[src/hdl/ntfsd_pkg.sv]
package ntfsd_pkg;

  localparam int unsigned BpcW     = 22;
  localparam int unsigned WordW    = 64;
  localparam int unsigned HalfW    = 32;
  localparam int unsigned ProdW    = HalfW + BpcW;
  localparam int unsigned QDepth   = 4;
  localparam int unsigned QIdxW    = $clog2(QDepth);

  localparam logic [BpcW-1:0] BpcReset   = 22'd4096;
  localparam logic [7:0]      HdrEnd     = 8'h00;
  localparam logic [7:0]      LenNibMask = 8'h0F;
  localparam logic [7:0]      OffNibMask = 8'hF0;
  localparam logic [7:0]      SignMask   = 8'h80;
  localparam logic [7:0]      ByteOnes   = 8'hff;
  localparam logic [3:0]      SizeMax    = 4'd8;

  // What the front hands to the back for each result.
  typedef enum logic [1:0] {
    CMD_RUN,
    CMD_END,
    CMD_ERR
  } cmd_kind_e;

  typedef struct packed {
    cmd_kind_e        kind;
    logic [WordW-1:0] len;   // run length in clusters
    logic [WordW-1:0] off;   // sign-extended cluster offset
  } cmd_t;

endpackage

[src/hdl/ntfsd_if.sv]
// Run list byte stream.
interface ntfsd_byte_if;
  logic       valid;
  logic       ready;
  logic [7:0] run_byte;
  modport source (output valid, output run_byte, input ready);
  modport sink   (input valid, input run_byte, output ready);
endinterface

// Decoded run results.
interface ntfsd_run_if;
  logic        valid;
  logic        ready;
  logic signed [63:0] run_cluster;
  logic [63:0] run_clusters;
  logic [63:0] run_bytes;
  logic        list_end;
  logic        size_error;
  modport source (output valid, output run_cluster, output run_clusters,
                  output run_bytes, output list_end, output size_error, input ready);
  modport sink   (input valid, input run_cluster, input run_clusters,
                  input run_bytes, input list_end, input size_error, output ready);
endinterface

// Cluster size register write.
interface ntfsd_cfg_if;
  logic        valid;
  logic        ready;
  logic [21:0] bytes_per_cluster;
  modport source (output valid, output bytes_per_cluster, input ready);
  modport sink   (input valid, input bytes_per_cluster, output ready);
endinterface

[src/hdl/ntfs_data_run_decoder.sv]
// Channel   Dir  Payload                                                    Transfer
// in_i      in   run_byte[7:0]                                              valid & ready
// cfg_i     in   bytes_per_cluster[21:0]                                    valid & ready
// out_o     out  run_cluster, run_clusters, run_bytes, list_end, size_error valid & ready
//
// One byte per cycle is taken; in_i.ready drops only when the 4-entry command queue is full.
// A result passes from the byte that completes it through the queue, multiply stage and output
// register to out_o; the byte count uses two 32x22 multiplies, added after the multiply stage.
// rst_ni clears the parser, queue, running cluster and output valid; cluster size resets
// to 4096. cfg_i is always ready. A stalled out_o backs up into the queue, then into in_i.
module ntfs_data_run_decoder (
  input  logic        clk_i,
  input  logic        rst_ni,
  ntfsd_byte_if.sink  in_i,
  ntfsd_cfg_if.sink   cfg_i,
  ntfsd_run_if.source out_o
);

  logic [ntfsd_pkg::BpcW-1:0] bpc_q;

  logic            push;
  ntfsd_pkg::cmd_t push_cmd;
  logic            q_full;
  logic            q_valid;
  logic            q_pop;
  ntfsd_pkg::cmd_t q_head;

  // Cluster size register
  assign cfg_i.ready = 1'b1;

  always_ff @(posedge clk_i or negedge rst_ni) begin
    if (!rst_ni) begin
      bpc_q <= ntfsd_pkg::BpcReset;
    end else if (cfg_i.valid && cfg_i.ready) begin
      bpc_q <= cfg_i.bytes_per_cluster;
    end
  end

  ntfsd_front u_front (
    .clk_i      (clk_i),
    .rst_ni     (rst_ni),
    .in_i       (in_i),
    .q_full_i   (q_full),
    .push_o     (push),
    .push_cmd_o (push_cmd)
  );

  ntfsd_queue u_queue (
    .clk_i      (clk_i),
    .rst_ni     (rst_ni),
    .push_i     (push),
    .push_cmd_i (push_cmd),
    .full_o     (q_full),
    .valid_o    (q_valid),
    .pop_i      (q_pop),
    .head_o     (q_head)
  );

  ntfsd_back u_back (
    .clk_i     (clk_i),
    .rst_ni    (rst_ni),
    .q_valid_i (q_valid),
    .q_head_i  (q_head),
    .q_pop_o   (q_pop),
    .bpc_i     (bpc_q),
    .out_o     (out_o)
  );

endmodule

[src/hdl/ntfsd_front.sv]
// Header/field parser: one byte per transfer, emits one command per result.
module ntfsd_front (
  input  logic            clk_i,
  input  logic            rst_ni,
  ntfsd_byte_if.sink      in_i,
  input  logic            q_full_i,
  output logic            push_o,
  output ntfsd_pkg::cmd_t push_cmd_o
);

  typedef enum logic [1:0] {
    PH_HEADER,
    PH_LENGTH,
    PH_OFFSET
  } phase_e;

  phase_e      phase_q, phase_d;
  logic [3:0]  len_size_q, len_size_d;
  logic [3:0]  off_size_q, off_size_d;
  logic [3:0]  cnt_q, cnt_d;
  logic [ntfsd_pkg::WordW-1:0] len_acc_q, len_acc_d;
  logic [ntfsd_pkg::WordW-1:0] off_acc_q, off_acc_d;

  logic        accept;
  logic [7:0]  b;
  logic [3:0]  cnt_inc;
  logic [3:0]  hdr_ls;
  logic [3:0]  hdr_os;
  logic [5:0]  sh_amt;
  logic [ntfsd_pkg::WordW-1:0] byte_sh;
  logic [ntfsd_pkg::WordW-1:0] off_ext;
  logic        sign_bit;

  assign in_i.ready = !q_full_i;
  assign accept     = in_i.valid && in_i.ready;
  assign b          = in_i.run_byte;
  assign cnt_inc    = cnt_q + 4'd1;
  assign hdr_ls     = 4'(b & ntfsd_pkg::LenNibMask);
  assign hdr_os     = 4'((b & ntfsd_pkg::OffNibMask) >> 4);
  assign sh_amt     = {cnt_q[2:0], 3'b000};
  assign byte_sh    = ntfsd_pkg::WordW'(b) << sh_amt;
  assign sign_bit   = |(b & ntfsd_pkg::SignMask);

  // Offset with this byte merged, lanes above it filled with the sign
  always_comb begin
    off_ext = off_acc_q | byte_sh;
    for (int k = 0; k < 8; k++) begin
      if (3'(k) > cnt_q[2:0]) begin
        off_ext[k*8 +: 8] = sign_bit ? ntfsd_pkg::ByteOnes : 8'h00;
      end
    end
  end

  // Next state and command
  always_comb begin
    phase_d    = phase_q;
    len_size_d = len_size_q;
    off_size_d = off_size_q;
    cnt_d      = cnt_q;
    len_acc_d  = len_acc_q;
    off_acc_d  = off_acc_q;
    push_o     = 1'b0;
    push_cmd_o = '{kind: ntfsd_pkg::CMD_RUN, len: '0, off: '0};
    if (accept) begin
      unique case (phase_q)
        PH_LENGTH: begin
          len_acc_d = len_acc_q | byte_sh;
          cnt_d     = cnt_inc;
          if (cnt_inc >= len_size_q) begin
            cnt_d = '0;
            if (off_size_q == '0) begin
              push_o     = 1'b1;
              push_cmd_o = '{kind: ntfsd_pkg::CMD_RUN, len: len_acc_q | byte_sh, off: '0};
              phase_d    = PH_HEADER;
            end else begin
              phase_d = PH_OFFSET;
            end
          end
        end
        PH_OFFSET: begin
          off_acc_d = off_acc_q | byte_sh;
          cnt_d     = cnt_inc;
          if (cnt_inc >= off_size_q) begin
            push_o     = 1'b1;
            push_cmd_o = '{kind: ntfsd_pkg::CMD_RUN, len: len_acc_q, off: off_ext};
            phase_d    = PH_HEADER;
            cnt_d      = '0;
          end
        end
        PH_HEADER: begin
          cnt_d = '0;
          if (b == ntfsd_pkg::HdrEnd) begin
            push_o     = 1'b1;
            push_cmd_o = '{kind: ntfsd_pkg::CMD_END, len: '0, off: '0};
          end else if (hdr_ls > ntfsd_pkg::SizeMax || hdr_os > ntfsd_pkg::SizeMax) begin
            push_o     = 1'b1;
            push_cmd_o = '{kind: ntfsd_pkg::CMD_ERR, len: '0, off: '0};
          end else begin
            len_size_d = hdr_ls;
            off_size_d = hdr_os;
            len_acc_d  = '0;
            off_acc_d  = '0;
            phase_d    = (hdr_ls != '0) ? PH_LENGTH : PH_OFFSET;
          end
        end
        default: phase_d = PH_HEADER;
      endcase
    end
  end

  always_ff @(posedge clk_i or negedge rst_ni) begin
    if (!rst_ni) begin
      phase_q    <= PH_HEADER;
      len_size_q <= '0;
      off_size_q <= '0;
      cnt_q      <= '0;
      len_acc_q  <= '0;
      off_acc_q  <= '0;
    end else begin
      phase_q    <= phase_d;
      len_size_q <= len_size_d;
      off_size_q <= off_size_d;
      cnt_q      <= cnt_d;
      len_acc_q  <= len_acc_d;
      off_acc_q  <= off_acc_d;
    end
  end

endmodule

[src/hdl/ntfsd_queue.sv]
// Small command queue between parser and arithmetic back end.
module ntfsd_queue (
  input  logic            clk_i,
  input  logic            rst_ni,
  input  logic            push_i,
  input  ntfsd_pkg::cmd_t push_cmd_i,
  output logic            full_o,
  output logic            valid_o,
  input  logic            pop_i,
  output ntfsd_pkg::cmd_t head_o
);

  ntfsd_pkg::cmd_t entries_q [ntfsd_pkg::QDepth];
  logic [ntfsd_pkg::QIdxW-1:0] wr_ptr_q;
  logic [ntfsd_pkg::QIdxW-1:0] rd_ptr_q;
  logic [ntfsd_pkg::QIdxW:0]   count_q;

  assign full_o  = count_q == (ntfsd_pkg::QIdxW+1)'(ntfsd_pkg::QDepth);
  assign valid_o = count_q != '0;
  assign head_o  = entries_q[rd_ptr_q];

  // Storage, no reset
  always_ff @(posedge clk_i) begin
    if (push_i) begin
      entries_q[wr_ptr_q] <= push_cmd_i;
    end
  end

  // Pointers and fill level
  always_ff @(posedge clk_i or negedge rst_ni) begin
    if (!rst_ni) begin
      wr_ptr_q <= '0;
      rd_ptr_q <= '0;
      count_q  <= '0;
    end else begin
      if (push_i) begin
        wr_ptr_q <= wr_ptr_q + 1'b1;
      end
      if (pop_i) begin
        rd_ptr_q <= rd_ptr_q + 1'b1;
      end
      case ({push_i, pop_i})
        2'b10:   count_q <= count_q + 1'b1;
        2'b01:   count_q <= count_q - 1'b1;
        default: count_q <= count_q;
      endcase
    end
  end

endmodule

[src/hdl/ntfsd_back.sv]
// Back end: running cluster, split byte-count multiply, saturation, output register.
module ntfsd_back (
  input  logic                         clk_i,
  input  logic                         rst_ni,
  input  logic                         q_valid_i,
  input  ntfsd_pkg::cmd_t              q_head_i,
  output logic                         q_pop_o,
  input  logic [ntfsd_pkg::BpcW-1:0]   bpc_i,
  ntfsd_run_if.source                  out_o
);

  localparam int unsigned W = ntfsd_pkg::WordW;
  localparam int unsigned H = ntfsd_pkg::HalfW;
  localparam int unsigned P = ntfsd_pkg::ProdW;

  logic [W-1:0] cc_q, cc_d;

  // Stage 1: cluster and partial products
  logic                 s1_v_q;
  ntfsd_pkg::cmd_kind_e s1_kind_q;
  logic [W-1:0]         s1_cluster_q;
  logic [W-1:0]         s1_len_q;
  logic [P-1:0]         s1_plo_q;
  logic [P-1:0]         s1_phi_q;

  // Output register
  logic                 out_v_q;
  logic [W-1:0]         out_cluster_q;
  logic [W-1:0]         out_clusters_q;
  logic [W-1:0]         out_bytes_q;
  logic                 out_end_q;
  logic                 out_err_q;

  logic         out_free;
  logic         s1_adv;
  logic         s1_free;
  logic [P-1:0] plo;
  logic [P-1:0] phi;
  logic [W:0]   sum;
  logic         ovf;
  logic [W-1:0] bytes;
  logic         s1_run;

  assign out_free = !out_v_q || out_o.ready;
  assign s1_adv   = s1_v_q && out_free;
  assign s1_free  = !s1_v_q || out_free;
  assign q_pop_o  = q_valid_i && s1_free;

  assign plo = P'(q_head_i.len[H-1:0]) * P'(bpc_i);
  assign phi = P'(q_head_i.len[W-1:H]) * P'(bpc_i);

  // Running cluster number
  always_comb begin
    cc_d = cc_q;
    if (q_pop_o) begin
      case (q_head_i.kind)
        ntfsd_pkg::CMD_RUN: cc_d = cc_q + q_head_i.off;
        ntfsd_pkg::CMD_END: cc_d = '0;
        default:            cc_d = cc_q;
      endcase
    end
  end

  // Recombine halves and saturate
  assign sum    = {1'b0, s1_phi_q[H-1:0], {H{1'b0}}} + (W+1)'(s1_plo_q);
  assign ovf    = (|s1_phi_q[P-1:H]) || sum[W];
  assign bytes  = ovf ? {W{1'b1}} : sum[W-1:0];
  assign s1_run = s1_kind_q == ntfsd_pkg::CMD_RUN;

  always_ff @(posedge clk_i) begin
    if (q_pop_o) begin
      s1_kind_q    <= q_head_i.kind;
      s1_cluster_q <= cc_d;
      s1_len_q     <= q_head_i.len;
      s1_plo_q     <= plo;
      s1_phi_q     <= phi;
    end
    if (s1_adv) begin
      out_cluster_q  <= s1_run ? s1_cluster_q : '0;
      out_clusters_q <= s1_run ? s1_len_q : '0;
      out_bytes_q    <= s1_run ? bytes : '0;
      out_end_q      <= s1_kind_q == ntfsd_pkg::CMD_END;
      out_err_q      <= s1_kind_q == ntfsd_pkg::CMD_ERR;
    end
  end

  always_ff @(posedge clk_i or negedge rst_ni) begin
    if (!rst_ni) begin
      cc_q    <= '0;
      s1_v_q  <= 1'b0;
      out_v_q <= 1'b0;
    end else begin
      cc_q <= cc_d;
      if (s1_free) begin
        s1_v_q <= q_pop_o;
      end
      if (out_free) begin
        out_v_q <= s1_adv;
      end
    end
  end

  assign out_o.valid        = out_v_q;
  assign out_o.run_cluster  = out_cluster_q;
  assign out_o.run_clusters = out_clusters_q;
  assign out_o.run_bytes    = out_bytes_q;
  assign out_o.list_end     = out_end_q;
  assign out_o.size_error   = out_err_q;

endmodule

[src/flat_wrapper.sv]
// flat-port wrapper written by rule: the top's interface ports become plain ports
module ntfs_data_run_decoder_flat 
  (clk_i, rst_ni, in_i_valid, in_i_run_byte, in_i_ready, cfg_i_valid, cfg_i_bytes_per_cluster, cfg_i_ready, out_o_valid, out_o_run_cluster, out_o_run_clusters, out_o_run_bytes, out_o_list_end, out_o_size_error, out_o_ready);
  ntfsd_byte_if in_i_i ();
  ntfsd_cfg_if cfg_i_i ();
  ntfsd_run_if out_o_i ();
  input  logic clk_i;
  input  logic rst_ni;
  input wire logic [$bits(in_i_i.valid)-1:0] in_i_valid;
  input wire logic [$bits(in_i_i.run_byte)-1:0] in_i_run_byte;
  output wire logic [$bits(in_i_i.ready)-1:0] in_i_ready;
  input wire logic [$bits(cfg_i_i.valid)-1:0] cfg_i_valid;
  input wire logic [$bits(cfg_i_i.bytes_per_cluster)-1:0] cfg_i_bytes_per_cluster;
  output wire logic [$bits(cfg_i_i.ready)-1:0] cfg_i_ready;
  output wire logic [$bits(out_o_i.valid)-1:0] out_o_valid;
  output wire logic [$bits(out_o_i.run_cluster)-1:0] out_o_run_cluster;
  output wire logic [$bits(out_o_i.run_clusters)-1:0] out_o_run_clusters;
  output wire logic [$bits(out_o_i.run_bytes)-1:0] out_o_run_bytes;
  output wire logic [$bits(out_o_i.list_end)-1:0] out_o_list_end;
  output wire logic [$bits(out_o_i.size_error)-1:0] out_o_size_error;
  input wire logic [$bits(out_o_i.ready)-1:0] out_o_ready;
  assign in_i_i.valid = in_i_valid;
  assign in_i_i.run_byte = in_i_run_byte;
  assign in_i_ready = in_i_i.ready;
  assign cfg_i_i.valid = cfg_i_valid;
  assign cfg_i_i.bytes_per_cluster = cfg_i_bytes_per_cluster;
  assign cfg_i_ready = cfg_i_i.ready;
  assign out_o_valid = out_o_i.valid;
  assign out_o_run_cluster = out_o_i.run_cluster;
  assign out_o_run_clusters = out_o_i.run_clusters;
  assign out_o_run_bytes = out_o_i.run_bytes;
  assign out_o_list_end = out_o_i.list_end;
  assign out_o_size_error = out_o_i.size_error;
  assign out_o_i.ready = out_o_ready;
  ntfs_data_run_decoder u_core (.clk_i(clk_i), .rst_ni(rst_ni), .in_i(in_i_i), .cfg_i(cfg_i_i), .out_o(out_o_i));
endmodule
[config.mk]
export PLATFORM = sky130hd
export DESIGN_NAME = ntfs_data_run_decoder_flat
export DESIGN_NICKNAME = d
export VERILOG_FILES = /design/src/hdl/ntfsd_pkg.sv /design/src/hdl/ntfsd_if.sv /design/src/hdl/ntfs_data_run_decoder.sv /design/src/hdl/ntfsd_front.sv /design/src/hdl/ntfsd_queue.sv /design/src/hdl/ntfsd_back.sv /design/src/flat_wrapper.sv
export SDC_FILE = /design/constraint.sdc
export NUM_CORES = 2
export LEC_CHECK = 0
export ABC_CLOCK_PERIOD_IN_PS = 13900
export BUFFER_PORTS_ARGS = -buffer_cell sky130_fd_sc_hd__buf_2
export CORE_UTILIZATION = 35
export DETAILED_ROUTE_END_ITERATION = 6
export PLACE_DENSITY = 0.62
export SLEW_MARGIN = 20
export SYNTH_ARGS = -nofsm -noshare
export SYNTH_HDL_FRONTEND = slang
export SYNTH_SLANG_ARGS = --single-unit
[constraint.sdc]
create_clock -name clk_i -period 13.9 [get_ports clk_i]
set_input_delay 2.78 -clock clk_i [delete_from_list [all_inputs] [get_ports clk_i]]
set_output_delay 2.78 -clock clk_i [all_outputs]
set_load 0.005 [all_outputs]
# [Word level (Yosys, flattened, before mapping)]
# Memories as Yosys holds them, arrays and structs flattened.
# Index checks and enable logic that the tools add are counted.
[op_classes] multipliers=2 mux=43 reduce_logical=27 addsub=7 eq_ne=12 n_bitwise=4 n_shift=1 n_lt_le_gt_ge=12 div=0
[op_table] op="$mux W130" count=3
[op_table] op="$pmux W130 S3" count=1
[op_table] op="$mux W128" count=3
[op_table] op="$pmux W64 S2" count=3
[op_table] op="$mux W64" count=4
[op_table] op="$or A64 B64 Y64" count=2
[op_table] op="$mul A32 B22 Y54" count=2
[op_table] op="$mux W8" count=9
[op_table] op="$add A64 B54 Y65" count=1
[op_table] op="$add A64 B64 Y64" count=1
[op_table] op="$shl A8 B6 Y64" count=1
[op_table] op="$reduce_or A22 Y1" count=1
[op_table] op="$gt A3 B3 Y1 const A" count=4
[op_table] op="$mux W2" count=6
[op_table] op="$pmux W4 S3" count=1
[op_table] op="$reduce_and A4 Y1" count=3
[op_table] op="$eq A2 B1 Y1 const B" count=4
[op_table] op="$ge A4 B4 Y1" count=2
[op_table] op="$gt A4 B4 Y1 const B" count=2
[op_table] op="$logic_not A8 Y1" count=1
[op_table] op="$mux W1" count=8
[op_table] op="$mux W4" count=2
[op_table] op="$ne A2 B2 Y1 const B" count=4
[op_table] op="$eq A2 B2 Y1 const B" count=3
[op_table] op="other kinds (21)" count=37
[totals] output_inout_bits=197 memories=1 romBits=0 reg_bits=669 in_bits=35 ram_bits=520 elab_cells=132 latchBits=0
[mem_list] memory="u_core.u_queue.entries_q" depth=4 width=130 read_ports=1 rd_ports_with_merged_regs=0 write_ports=1 line="ntfsd_queue.sv:13" text="ntfsd_pkg::cmd_t entries_q [ntfsd_pkg::QDepth];"

# [Logic depth before layout (Yosys ltp)]
[depth] depth_word=8 ltp_mapped=31 ltp_nobuf=26

# [By module]
# Synthesis repeated with hierarchy kept, for this count alone.
[unflattened] hier_cells=8098 hier_area_um2=94070.2
[modules_own_cells] mod="ntfsd_back" cells_each=6550 area_each_um2=65959.5 instances=1
[modules_own_cells] mod="ntfsd_queue" cells_each=713 area_each_um2=19140.9 instances=1
[modules_own_cells] mod="ntfsd_front" cells_each=787 area_each_um2=8136.6 instances=1
[modules_own_cells] mod="ntfs_data_run_decoder" cells_each=48 area_each_um2=833.3 instances=1

# [Worst setup path before layout]
# No wires, ideal clock.
[synth_timing] path_kind="input to register" from="input out_o_ready" to="register u_core.u_queue.count_q[2] in the netlist's numbering" setup_slack_ps=-2892 setup_ps=79 path_stages=8 arrival_time_ps=16713 path_cell_list="nor2b_1 -> a21oi_1 -> ha_1 -> inv_1 -> fa_1 -> xor2_1 -> nor2_1 -> xor2_1"
[synth_between] elab_chain_len=5 elab_cells_between_ends=7 cone_classes="eq/ne: 2; mux: 1; reduce/logical: 4"
[synth_lines] item="from (decl)" line="flat_wrapper.sv:21" text="input wire logic [$bits(out_o_i.ready)-1:0] out_o_ready;"
[synth_lines] item="$logic_or A1 B1 Y1 (*)" line="ntfsd_back.sv:44" text="assign out_free = !out_v_q || out_o.ready;"
[synth_lines] item="$logic_or A1 B1 Y1 (*)" line="ntfsd_back.sv:46" text="assign s1_free = !s1_v_q || out_free;"
[synth_lines] item="$logic_and A1 B1 Y1 (*)" line="ntfsd_back.sv:47" text="assign q_pop_o = q_valid_i && s1_free;"
[synth_lines] item="via u_core.q_pop" line="ntfs_data_run_decoder.sv:25" text="logic q_pop;"
[synth_lines] item="$eq A2 B1 Y1 or $eq A2 B2 Y1 (tied branches)" line="ntfsd_queue.sv:42" text="case ({push_i, pop_i})"
[synth_lines] item="$pmux W3 S2 or $reduce_bool A2 Y1 (tied branches)"
[synth_lines] item="to (signal assigned)" line="ntfsd_queue.sv:43" text="2'b10: count_q <= count_q + 1'b1;"
[synth_lines] item="to (signal assigned)" line="ntfsd_queue.sv:44" text="2'b01: count_q <= count_q - 1'b1;"
[synth_lines] item="to (signal assigned)" line="ntfsd_queue.sv:45" text="default: count_q <= count_q;"
[synth_lines] item="to (decl)" line="ntfsd_queue.sv:16" text="logic [ntfsd_pkg::QIdxW:0] count_q;"
# The timed path passes the listed nets; every way through them passes the cells marked *.
# A chain may end at the register's enable or synchronous reset.

# [Worst setup path in the final report]
[layout_timing] from="register u_core.u_queue.rd_ptr_q[0] in the netlist's numbering" to="register u_core.u_back.s1_phi_q[47], data pin"
[layout_between] elab_chain_len=2
[layout_lines] item="from (decl)" line="ntfsd_queue.sv:15" text="logic [ntfsd_pkg::QIdxW-1:0] rd_ptr_q;"
[layout_lines] item="from (signal assigned)" line="ntfsd_queue.sv:40" text="rd_ptr_q <= rd_ptr_q + 1'b1;"
[layout_lines] item="$mem_v2 Z4 W130"
[layout_lines] item="$mul A32 B22 Y54" line="ntfsd_back.sv:50" text="assign phi = P'(q_head_i.len[W-1:H]) * P'(bpc_i);"
[layout_lines] item="via u_core.u_back.phi[47]" line="ntfsd_back.sv:38" text="logic [P-1:0] phi;"
[layout_lines] item="to (signal assigned)" line="ntfsd_back.sv:76" text="s1_phi_q <= phi;"
[layout_lines] item="to (decl)" line="ntfsd_back.sv:24" text="logic [P-1:0] s1_phi_q;"
# The timed path passes the listed nets, and every way through them passes these cells.

==> impl_metrics.ini <==
[synthesis]
synth_area_um2 = 93300
synth_area_per_cell_um2 = 11.2
synth_seq_area_share = 0.370
yosysTopAreaCell = edfxtp_1
synthTopCellsByArea = edfxtp_1 31%, fa_1 26%, dfrtp_1 6.3%
ys_top_cells_by_count = 1197 x fa_1, 1171 x inv_1, 1044 x nand2_1, 952 x edfxtp_1, 749 x and2_1
synthFlopType = edfxtp_1
yosysMostFrequentCell = fa_1
ys_types = 94
synth_edf_count = 952
yosys_warnings = 0
ys_seq_elements = 1189
syn-num-nets = 9979
synthCells = 8308
synth-async-reset-ratio = 0.199
yosysTopAreaCellShare = 0.306

[finish]
n_fill_cell = 25400
drive_gt1_frac = 0.0927
area_delta_synth_final_pct = 9.94
nets = 9953

[floorplanning]
fp.dieH_um = 518
core_um2 = 265000
rows = 189
die-area_um2 = 269000
io_pins = 232
die_w_um = 518
initial_core_util = 0.352

[routing]
final_antenna_net_count = 0
first_iter_violations = 4775
drc = 80
vias_per_cell = 5.18
wire_per_inst_um = 21.6
num_vias = 61800
drt_pass1_iterations = 7
totalWireLength_um = 257000

[critical_path]
crit_family = adder cells
reg2reg_from = u_core.u_queue.rd_ptr_q[0]
crit_required_ns = 14.41
max_stage_delay_ns = 0.95
crit_buf_inv = 5
crit_top_cell = fa_1
crit_path_end_kind = flop
worstPathMaxFanout = 39
cp.arrival_ns = 10.31
critPathLaunchType = flop
startpoint = u_core.u_queue.rd_ptr_q[0]
slowest_stage = dfrtp_4
worstSetupPathType = reg -> reg

[run_status]
violations = design-rule violations
outcome = finished, violations left

[global_routing]
overflow = 0
grt_pass1_vias = 66900
grt_pass1_wl_um = 400000
top_usage_layer = met2
met1_usage = 0.245
grt_max_degree = 106
use_met2 = 0.324
grtUsageMet3 = 0.0317
gr-usage-all-layers = 0.193
antenna_found_initial = 17

[timing]
fin_crit_sh = 0.705
fmaxAchievable_ghz = 0.102
finalSetupViolations = 0
worst_slew_pin_slew_ns = 1.14
finalSetupTns_ns = 0
hold_viol = 0
period_needed_ns = 9.80
report.final.slew_viol_count = 0
relSlewSlack = 0.235
rsz0062_at_grt = false
clock_skew_ns = 0.106

[cts]
path_clk_slew_ns = 0.06
cts.htree.levels = 4
cts_tree = done
cts.path.max_buffers = 4
cts_buffers = 146
cts_resized = 0
clk_latency_ns = 0.84
cts_hold_buf = 0
cts-root-buf = clkbuf_16
postCtsSetupBuffers = 0
clock-sinks = 1189

[placement]
io_buffers = 230
gp_congestion = 0.908
dp_hpwl_um = 185000

[hold_path]
hp-class = reg -> reg
worstHoldStart = u_core.u_back.s1_plo_q[28]

[flow_run]
cap_viol_max_count = 0
[sequential cells by signal, indices dropped and copies added, names as in the netlist, 22 cells and up]
register	count
u_core.u_queue.entries_q	520
u_core.u_back.cc_q	64
u_core.u_back.out_o.run_bytes	64
u_core.u_back.out_o.run_cluster	64
u_core.u_back.out_o.run_clusters	64
u_core.u_back.s1_cluster_q	64
u_core.u_back.s1_len_q	64
u_core.u_front.len_acc_q	64
u_core.u_front.off_acc_q	64
u_core.u_back.s1_phi_q	54
u_core.u_back.s1_plo_q	54
u_core.bpc_q	22
[through the flow]
| stage | worst slack (ns) | util | hold WS (ns) | cell area [µm²] | instances |
|---|---|---|---|---|---|
| final | 4.10 | 0.387 | 0.482 | 103000 | 11900 |
| after floorplan | 2.85 | - | 0.454 | 93300 | 8308 |
| after global placement | 4.11 | 0.369 | 0.474 | 97900 | 11700 |
| after CTS | 4.05 | 0.387 | 0.472 | 103000 | 11900 |
| after global routing | 3.50 | 0.387 | 0.511 | 103000 | 11900 |
| after detailed placement | 4.14 | 0.369 | 0.481 | 97900 | 11700 |
[cells in the final DEF (no fill, tap or decap), types with 29 or more instances in the layout]
| cell type | n |
|---|---|
| fa_1 | 1197 |
| inv_1 | 1171 |
| nand2_1 | 1042 |
| edfxtp_1 | 952 |
| and2_1 | 742 |
| ha_1 | 439 |
| nor2_1 | 436 |
| a21oi_1 | 292 |
| buf_2 | 229 |
| dfrtp_1 | 213 |
| clkbuf_16 | 148 |
| o21ai_0 | 136 |
| mux4_2 | 130 |
| a31oi_1 | 121 |
| xnor2_1 | 112 |
| a21o_1 | 101 |
| buf_4 | 87 |
| xor2_1 | 76 |
| nand3_1 | 57 |
| a32oi_1 | 48 |
| nand4_1 | 37 |
| o21bai_1 | 36 |
| o21ai_1 | 35 |
| o21a_1 | 29 |
[tightest hold or removal path, stage by stage (launching register included)]
cell,delay [ns]
edfxtp_1,0.33
nor2_1,0.04
nor2_1,0.07
[metal layers]
| layer | up-vias | routed length (µm) |
|---|---|---|
| met1 | 32000 | 104000 |
| met2 | 2175 | 124000 |
| met3 | 568 | 16500 |
| met4 | 14 | 12200 |
| met5 | - | 88 |
| li1 | 27000 | - |
[cell families after synthesis]
kind of cell | after synthesis | synth area share
buf+inv | 1670 | 0.0678
mux | 159 | 0.0349
simple gates | 2481 | 0.126
fa+ha+maj | 1636 | 0.316
other cells | 1 | 0.0000402
compound gates | 984 | 0.0681
xor+xnor | 188 | 0.0176
flops | 1189 | 0.370
[worst paths after layout]
check,endpoint,slack [ns],depth (start not counted)
min,u_core.u_back.out_o.run_bytes[28],0.48,2
max reg2reg,u_core.u_back.s1_phi_q[47],4.10,25
max in group asynchronous,u_core.u_front.off_acc_q[14],9.96,3
max,u_core.u_back.s1_phi_q[47],4.10,25
min reg2reg,u_core.u_back.out_o.run_bytes[28],0.48,2
min in group asynchronous,u_core.u_back.out_o.valid,1.93,1
[layout make-up]
| cell class | count | area [µm²] | share of cell area |
|---|---|---|---|
| inverters | 1174 | 4410 | 0.0429 |
| clock inverters | 71 | 731 | 0.00712 |
| well taps | 3533 | 4420 | 0.0431 |
| flip-flops and latches | 1189 | 34600 | 0.337 |
| multi-input cells | 5449 | 52600 | 0.513 |
| clock buffers | 186 | 3990 | 0.0388 |
| repair buffers | 322 | 1900 | 0.0185 |
| diodes | 7 | 17.5 | 0.000171 |
Power is not shown: default switching activity piles up to over one toggle a cycle in this logic, so the estimate is an artifact.
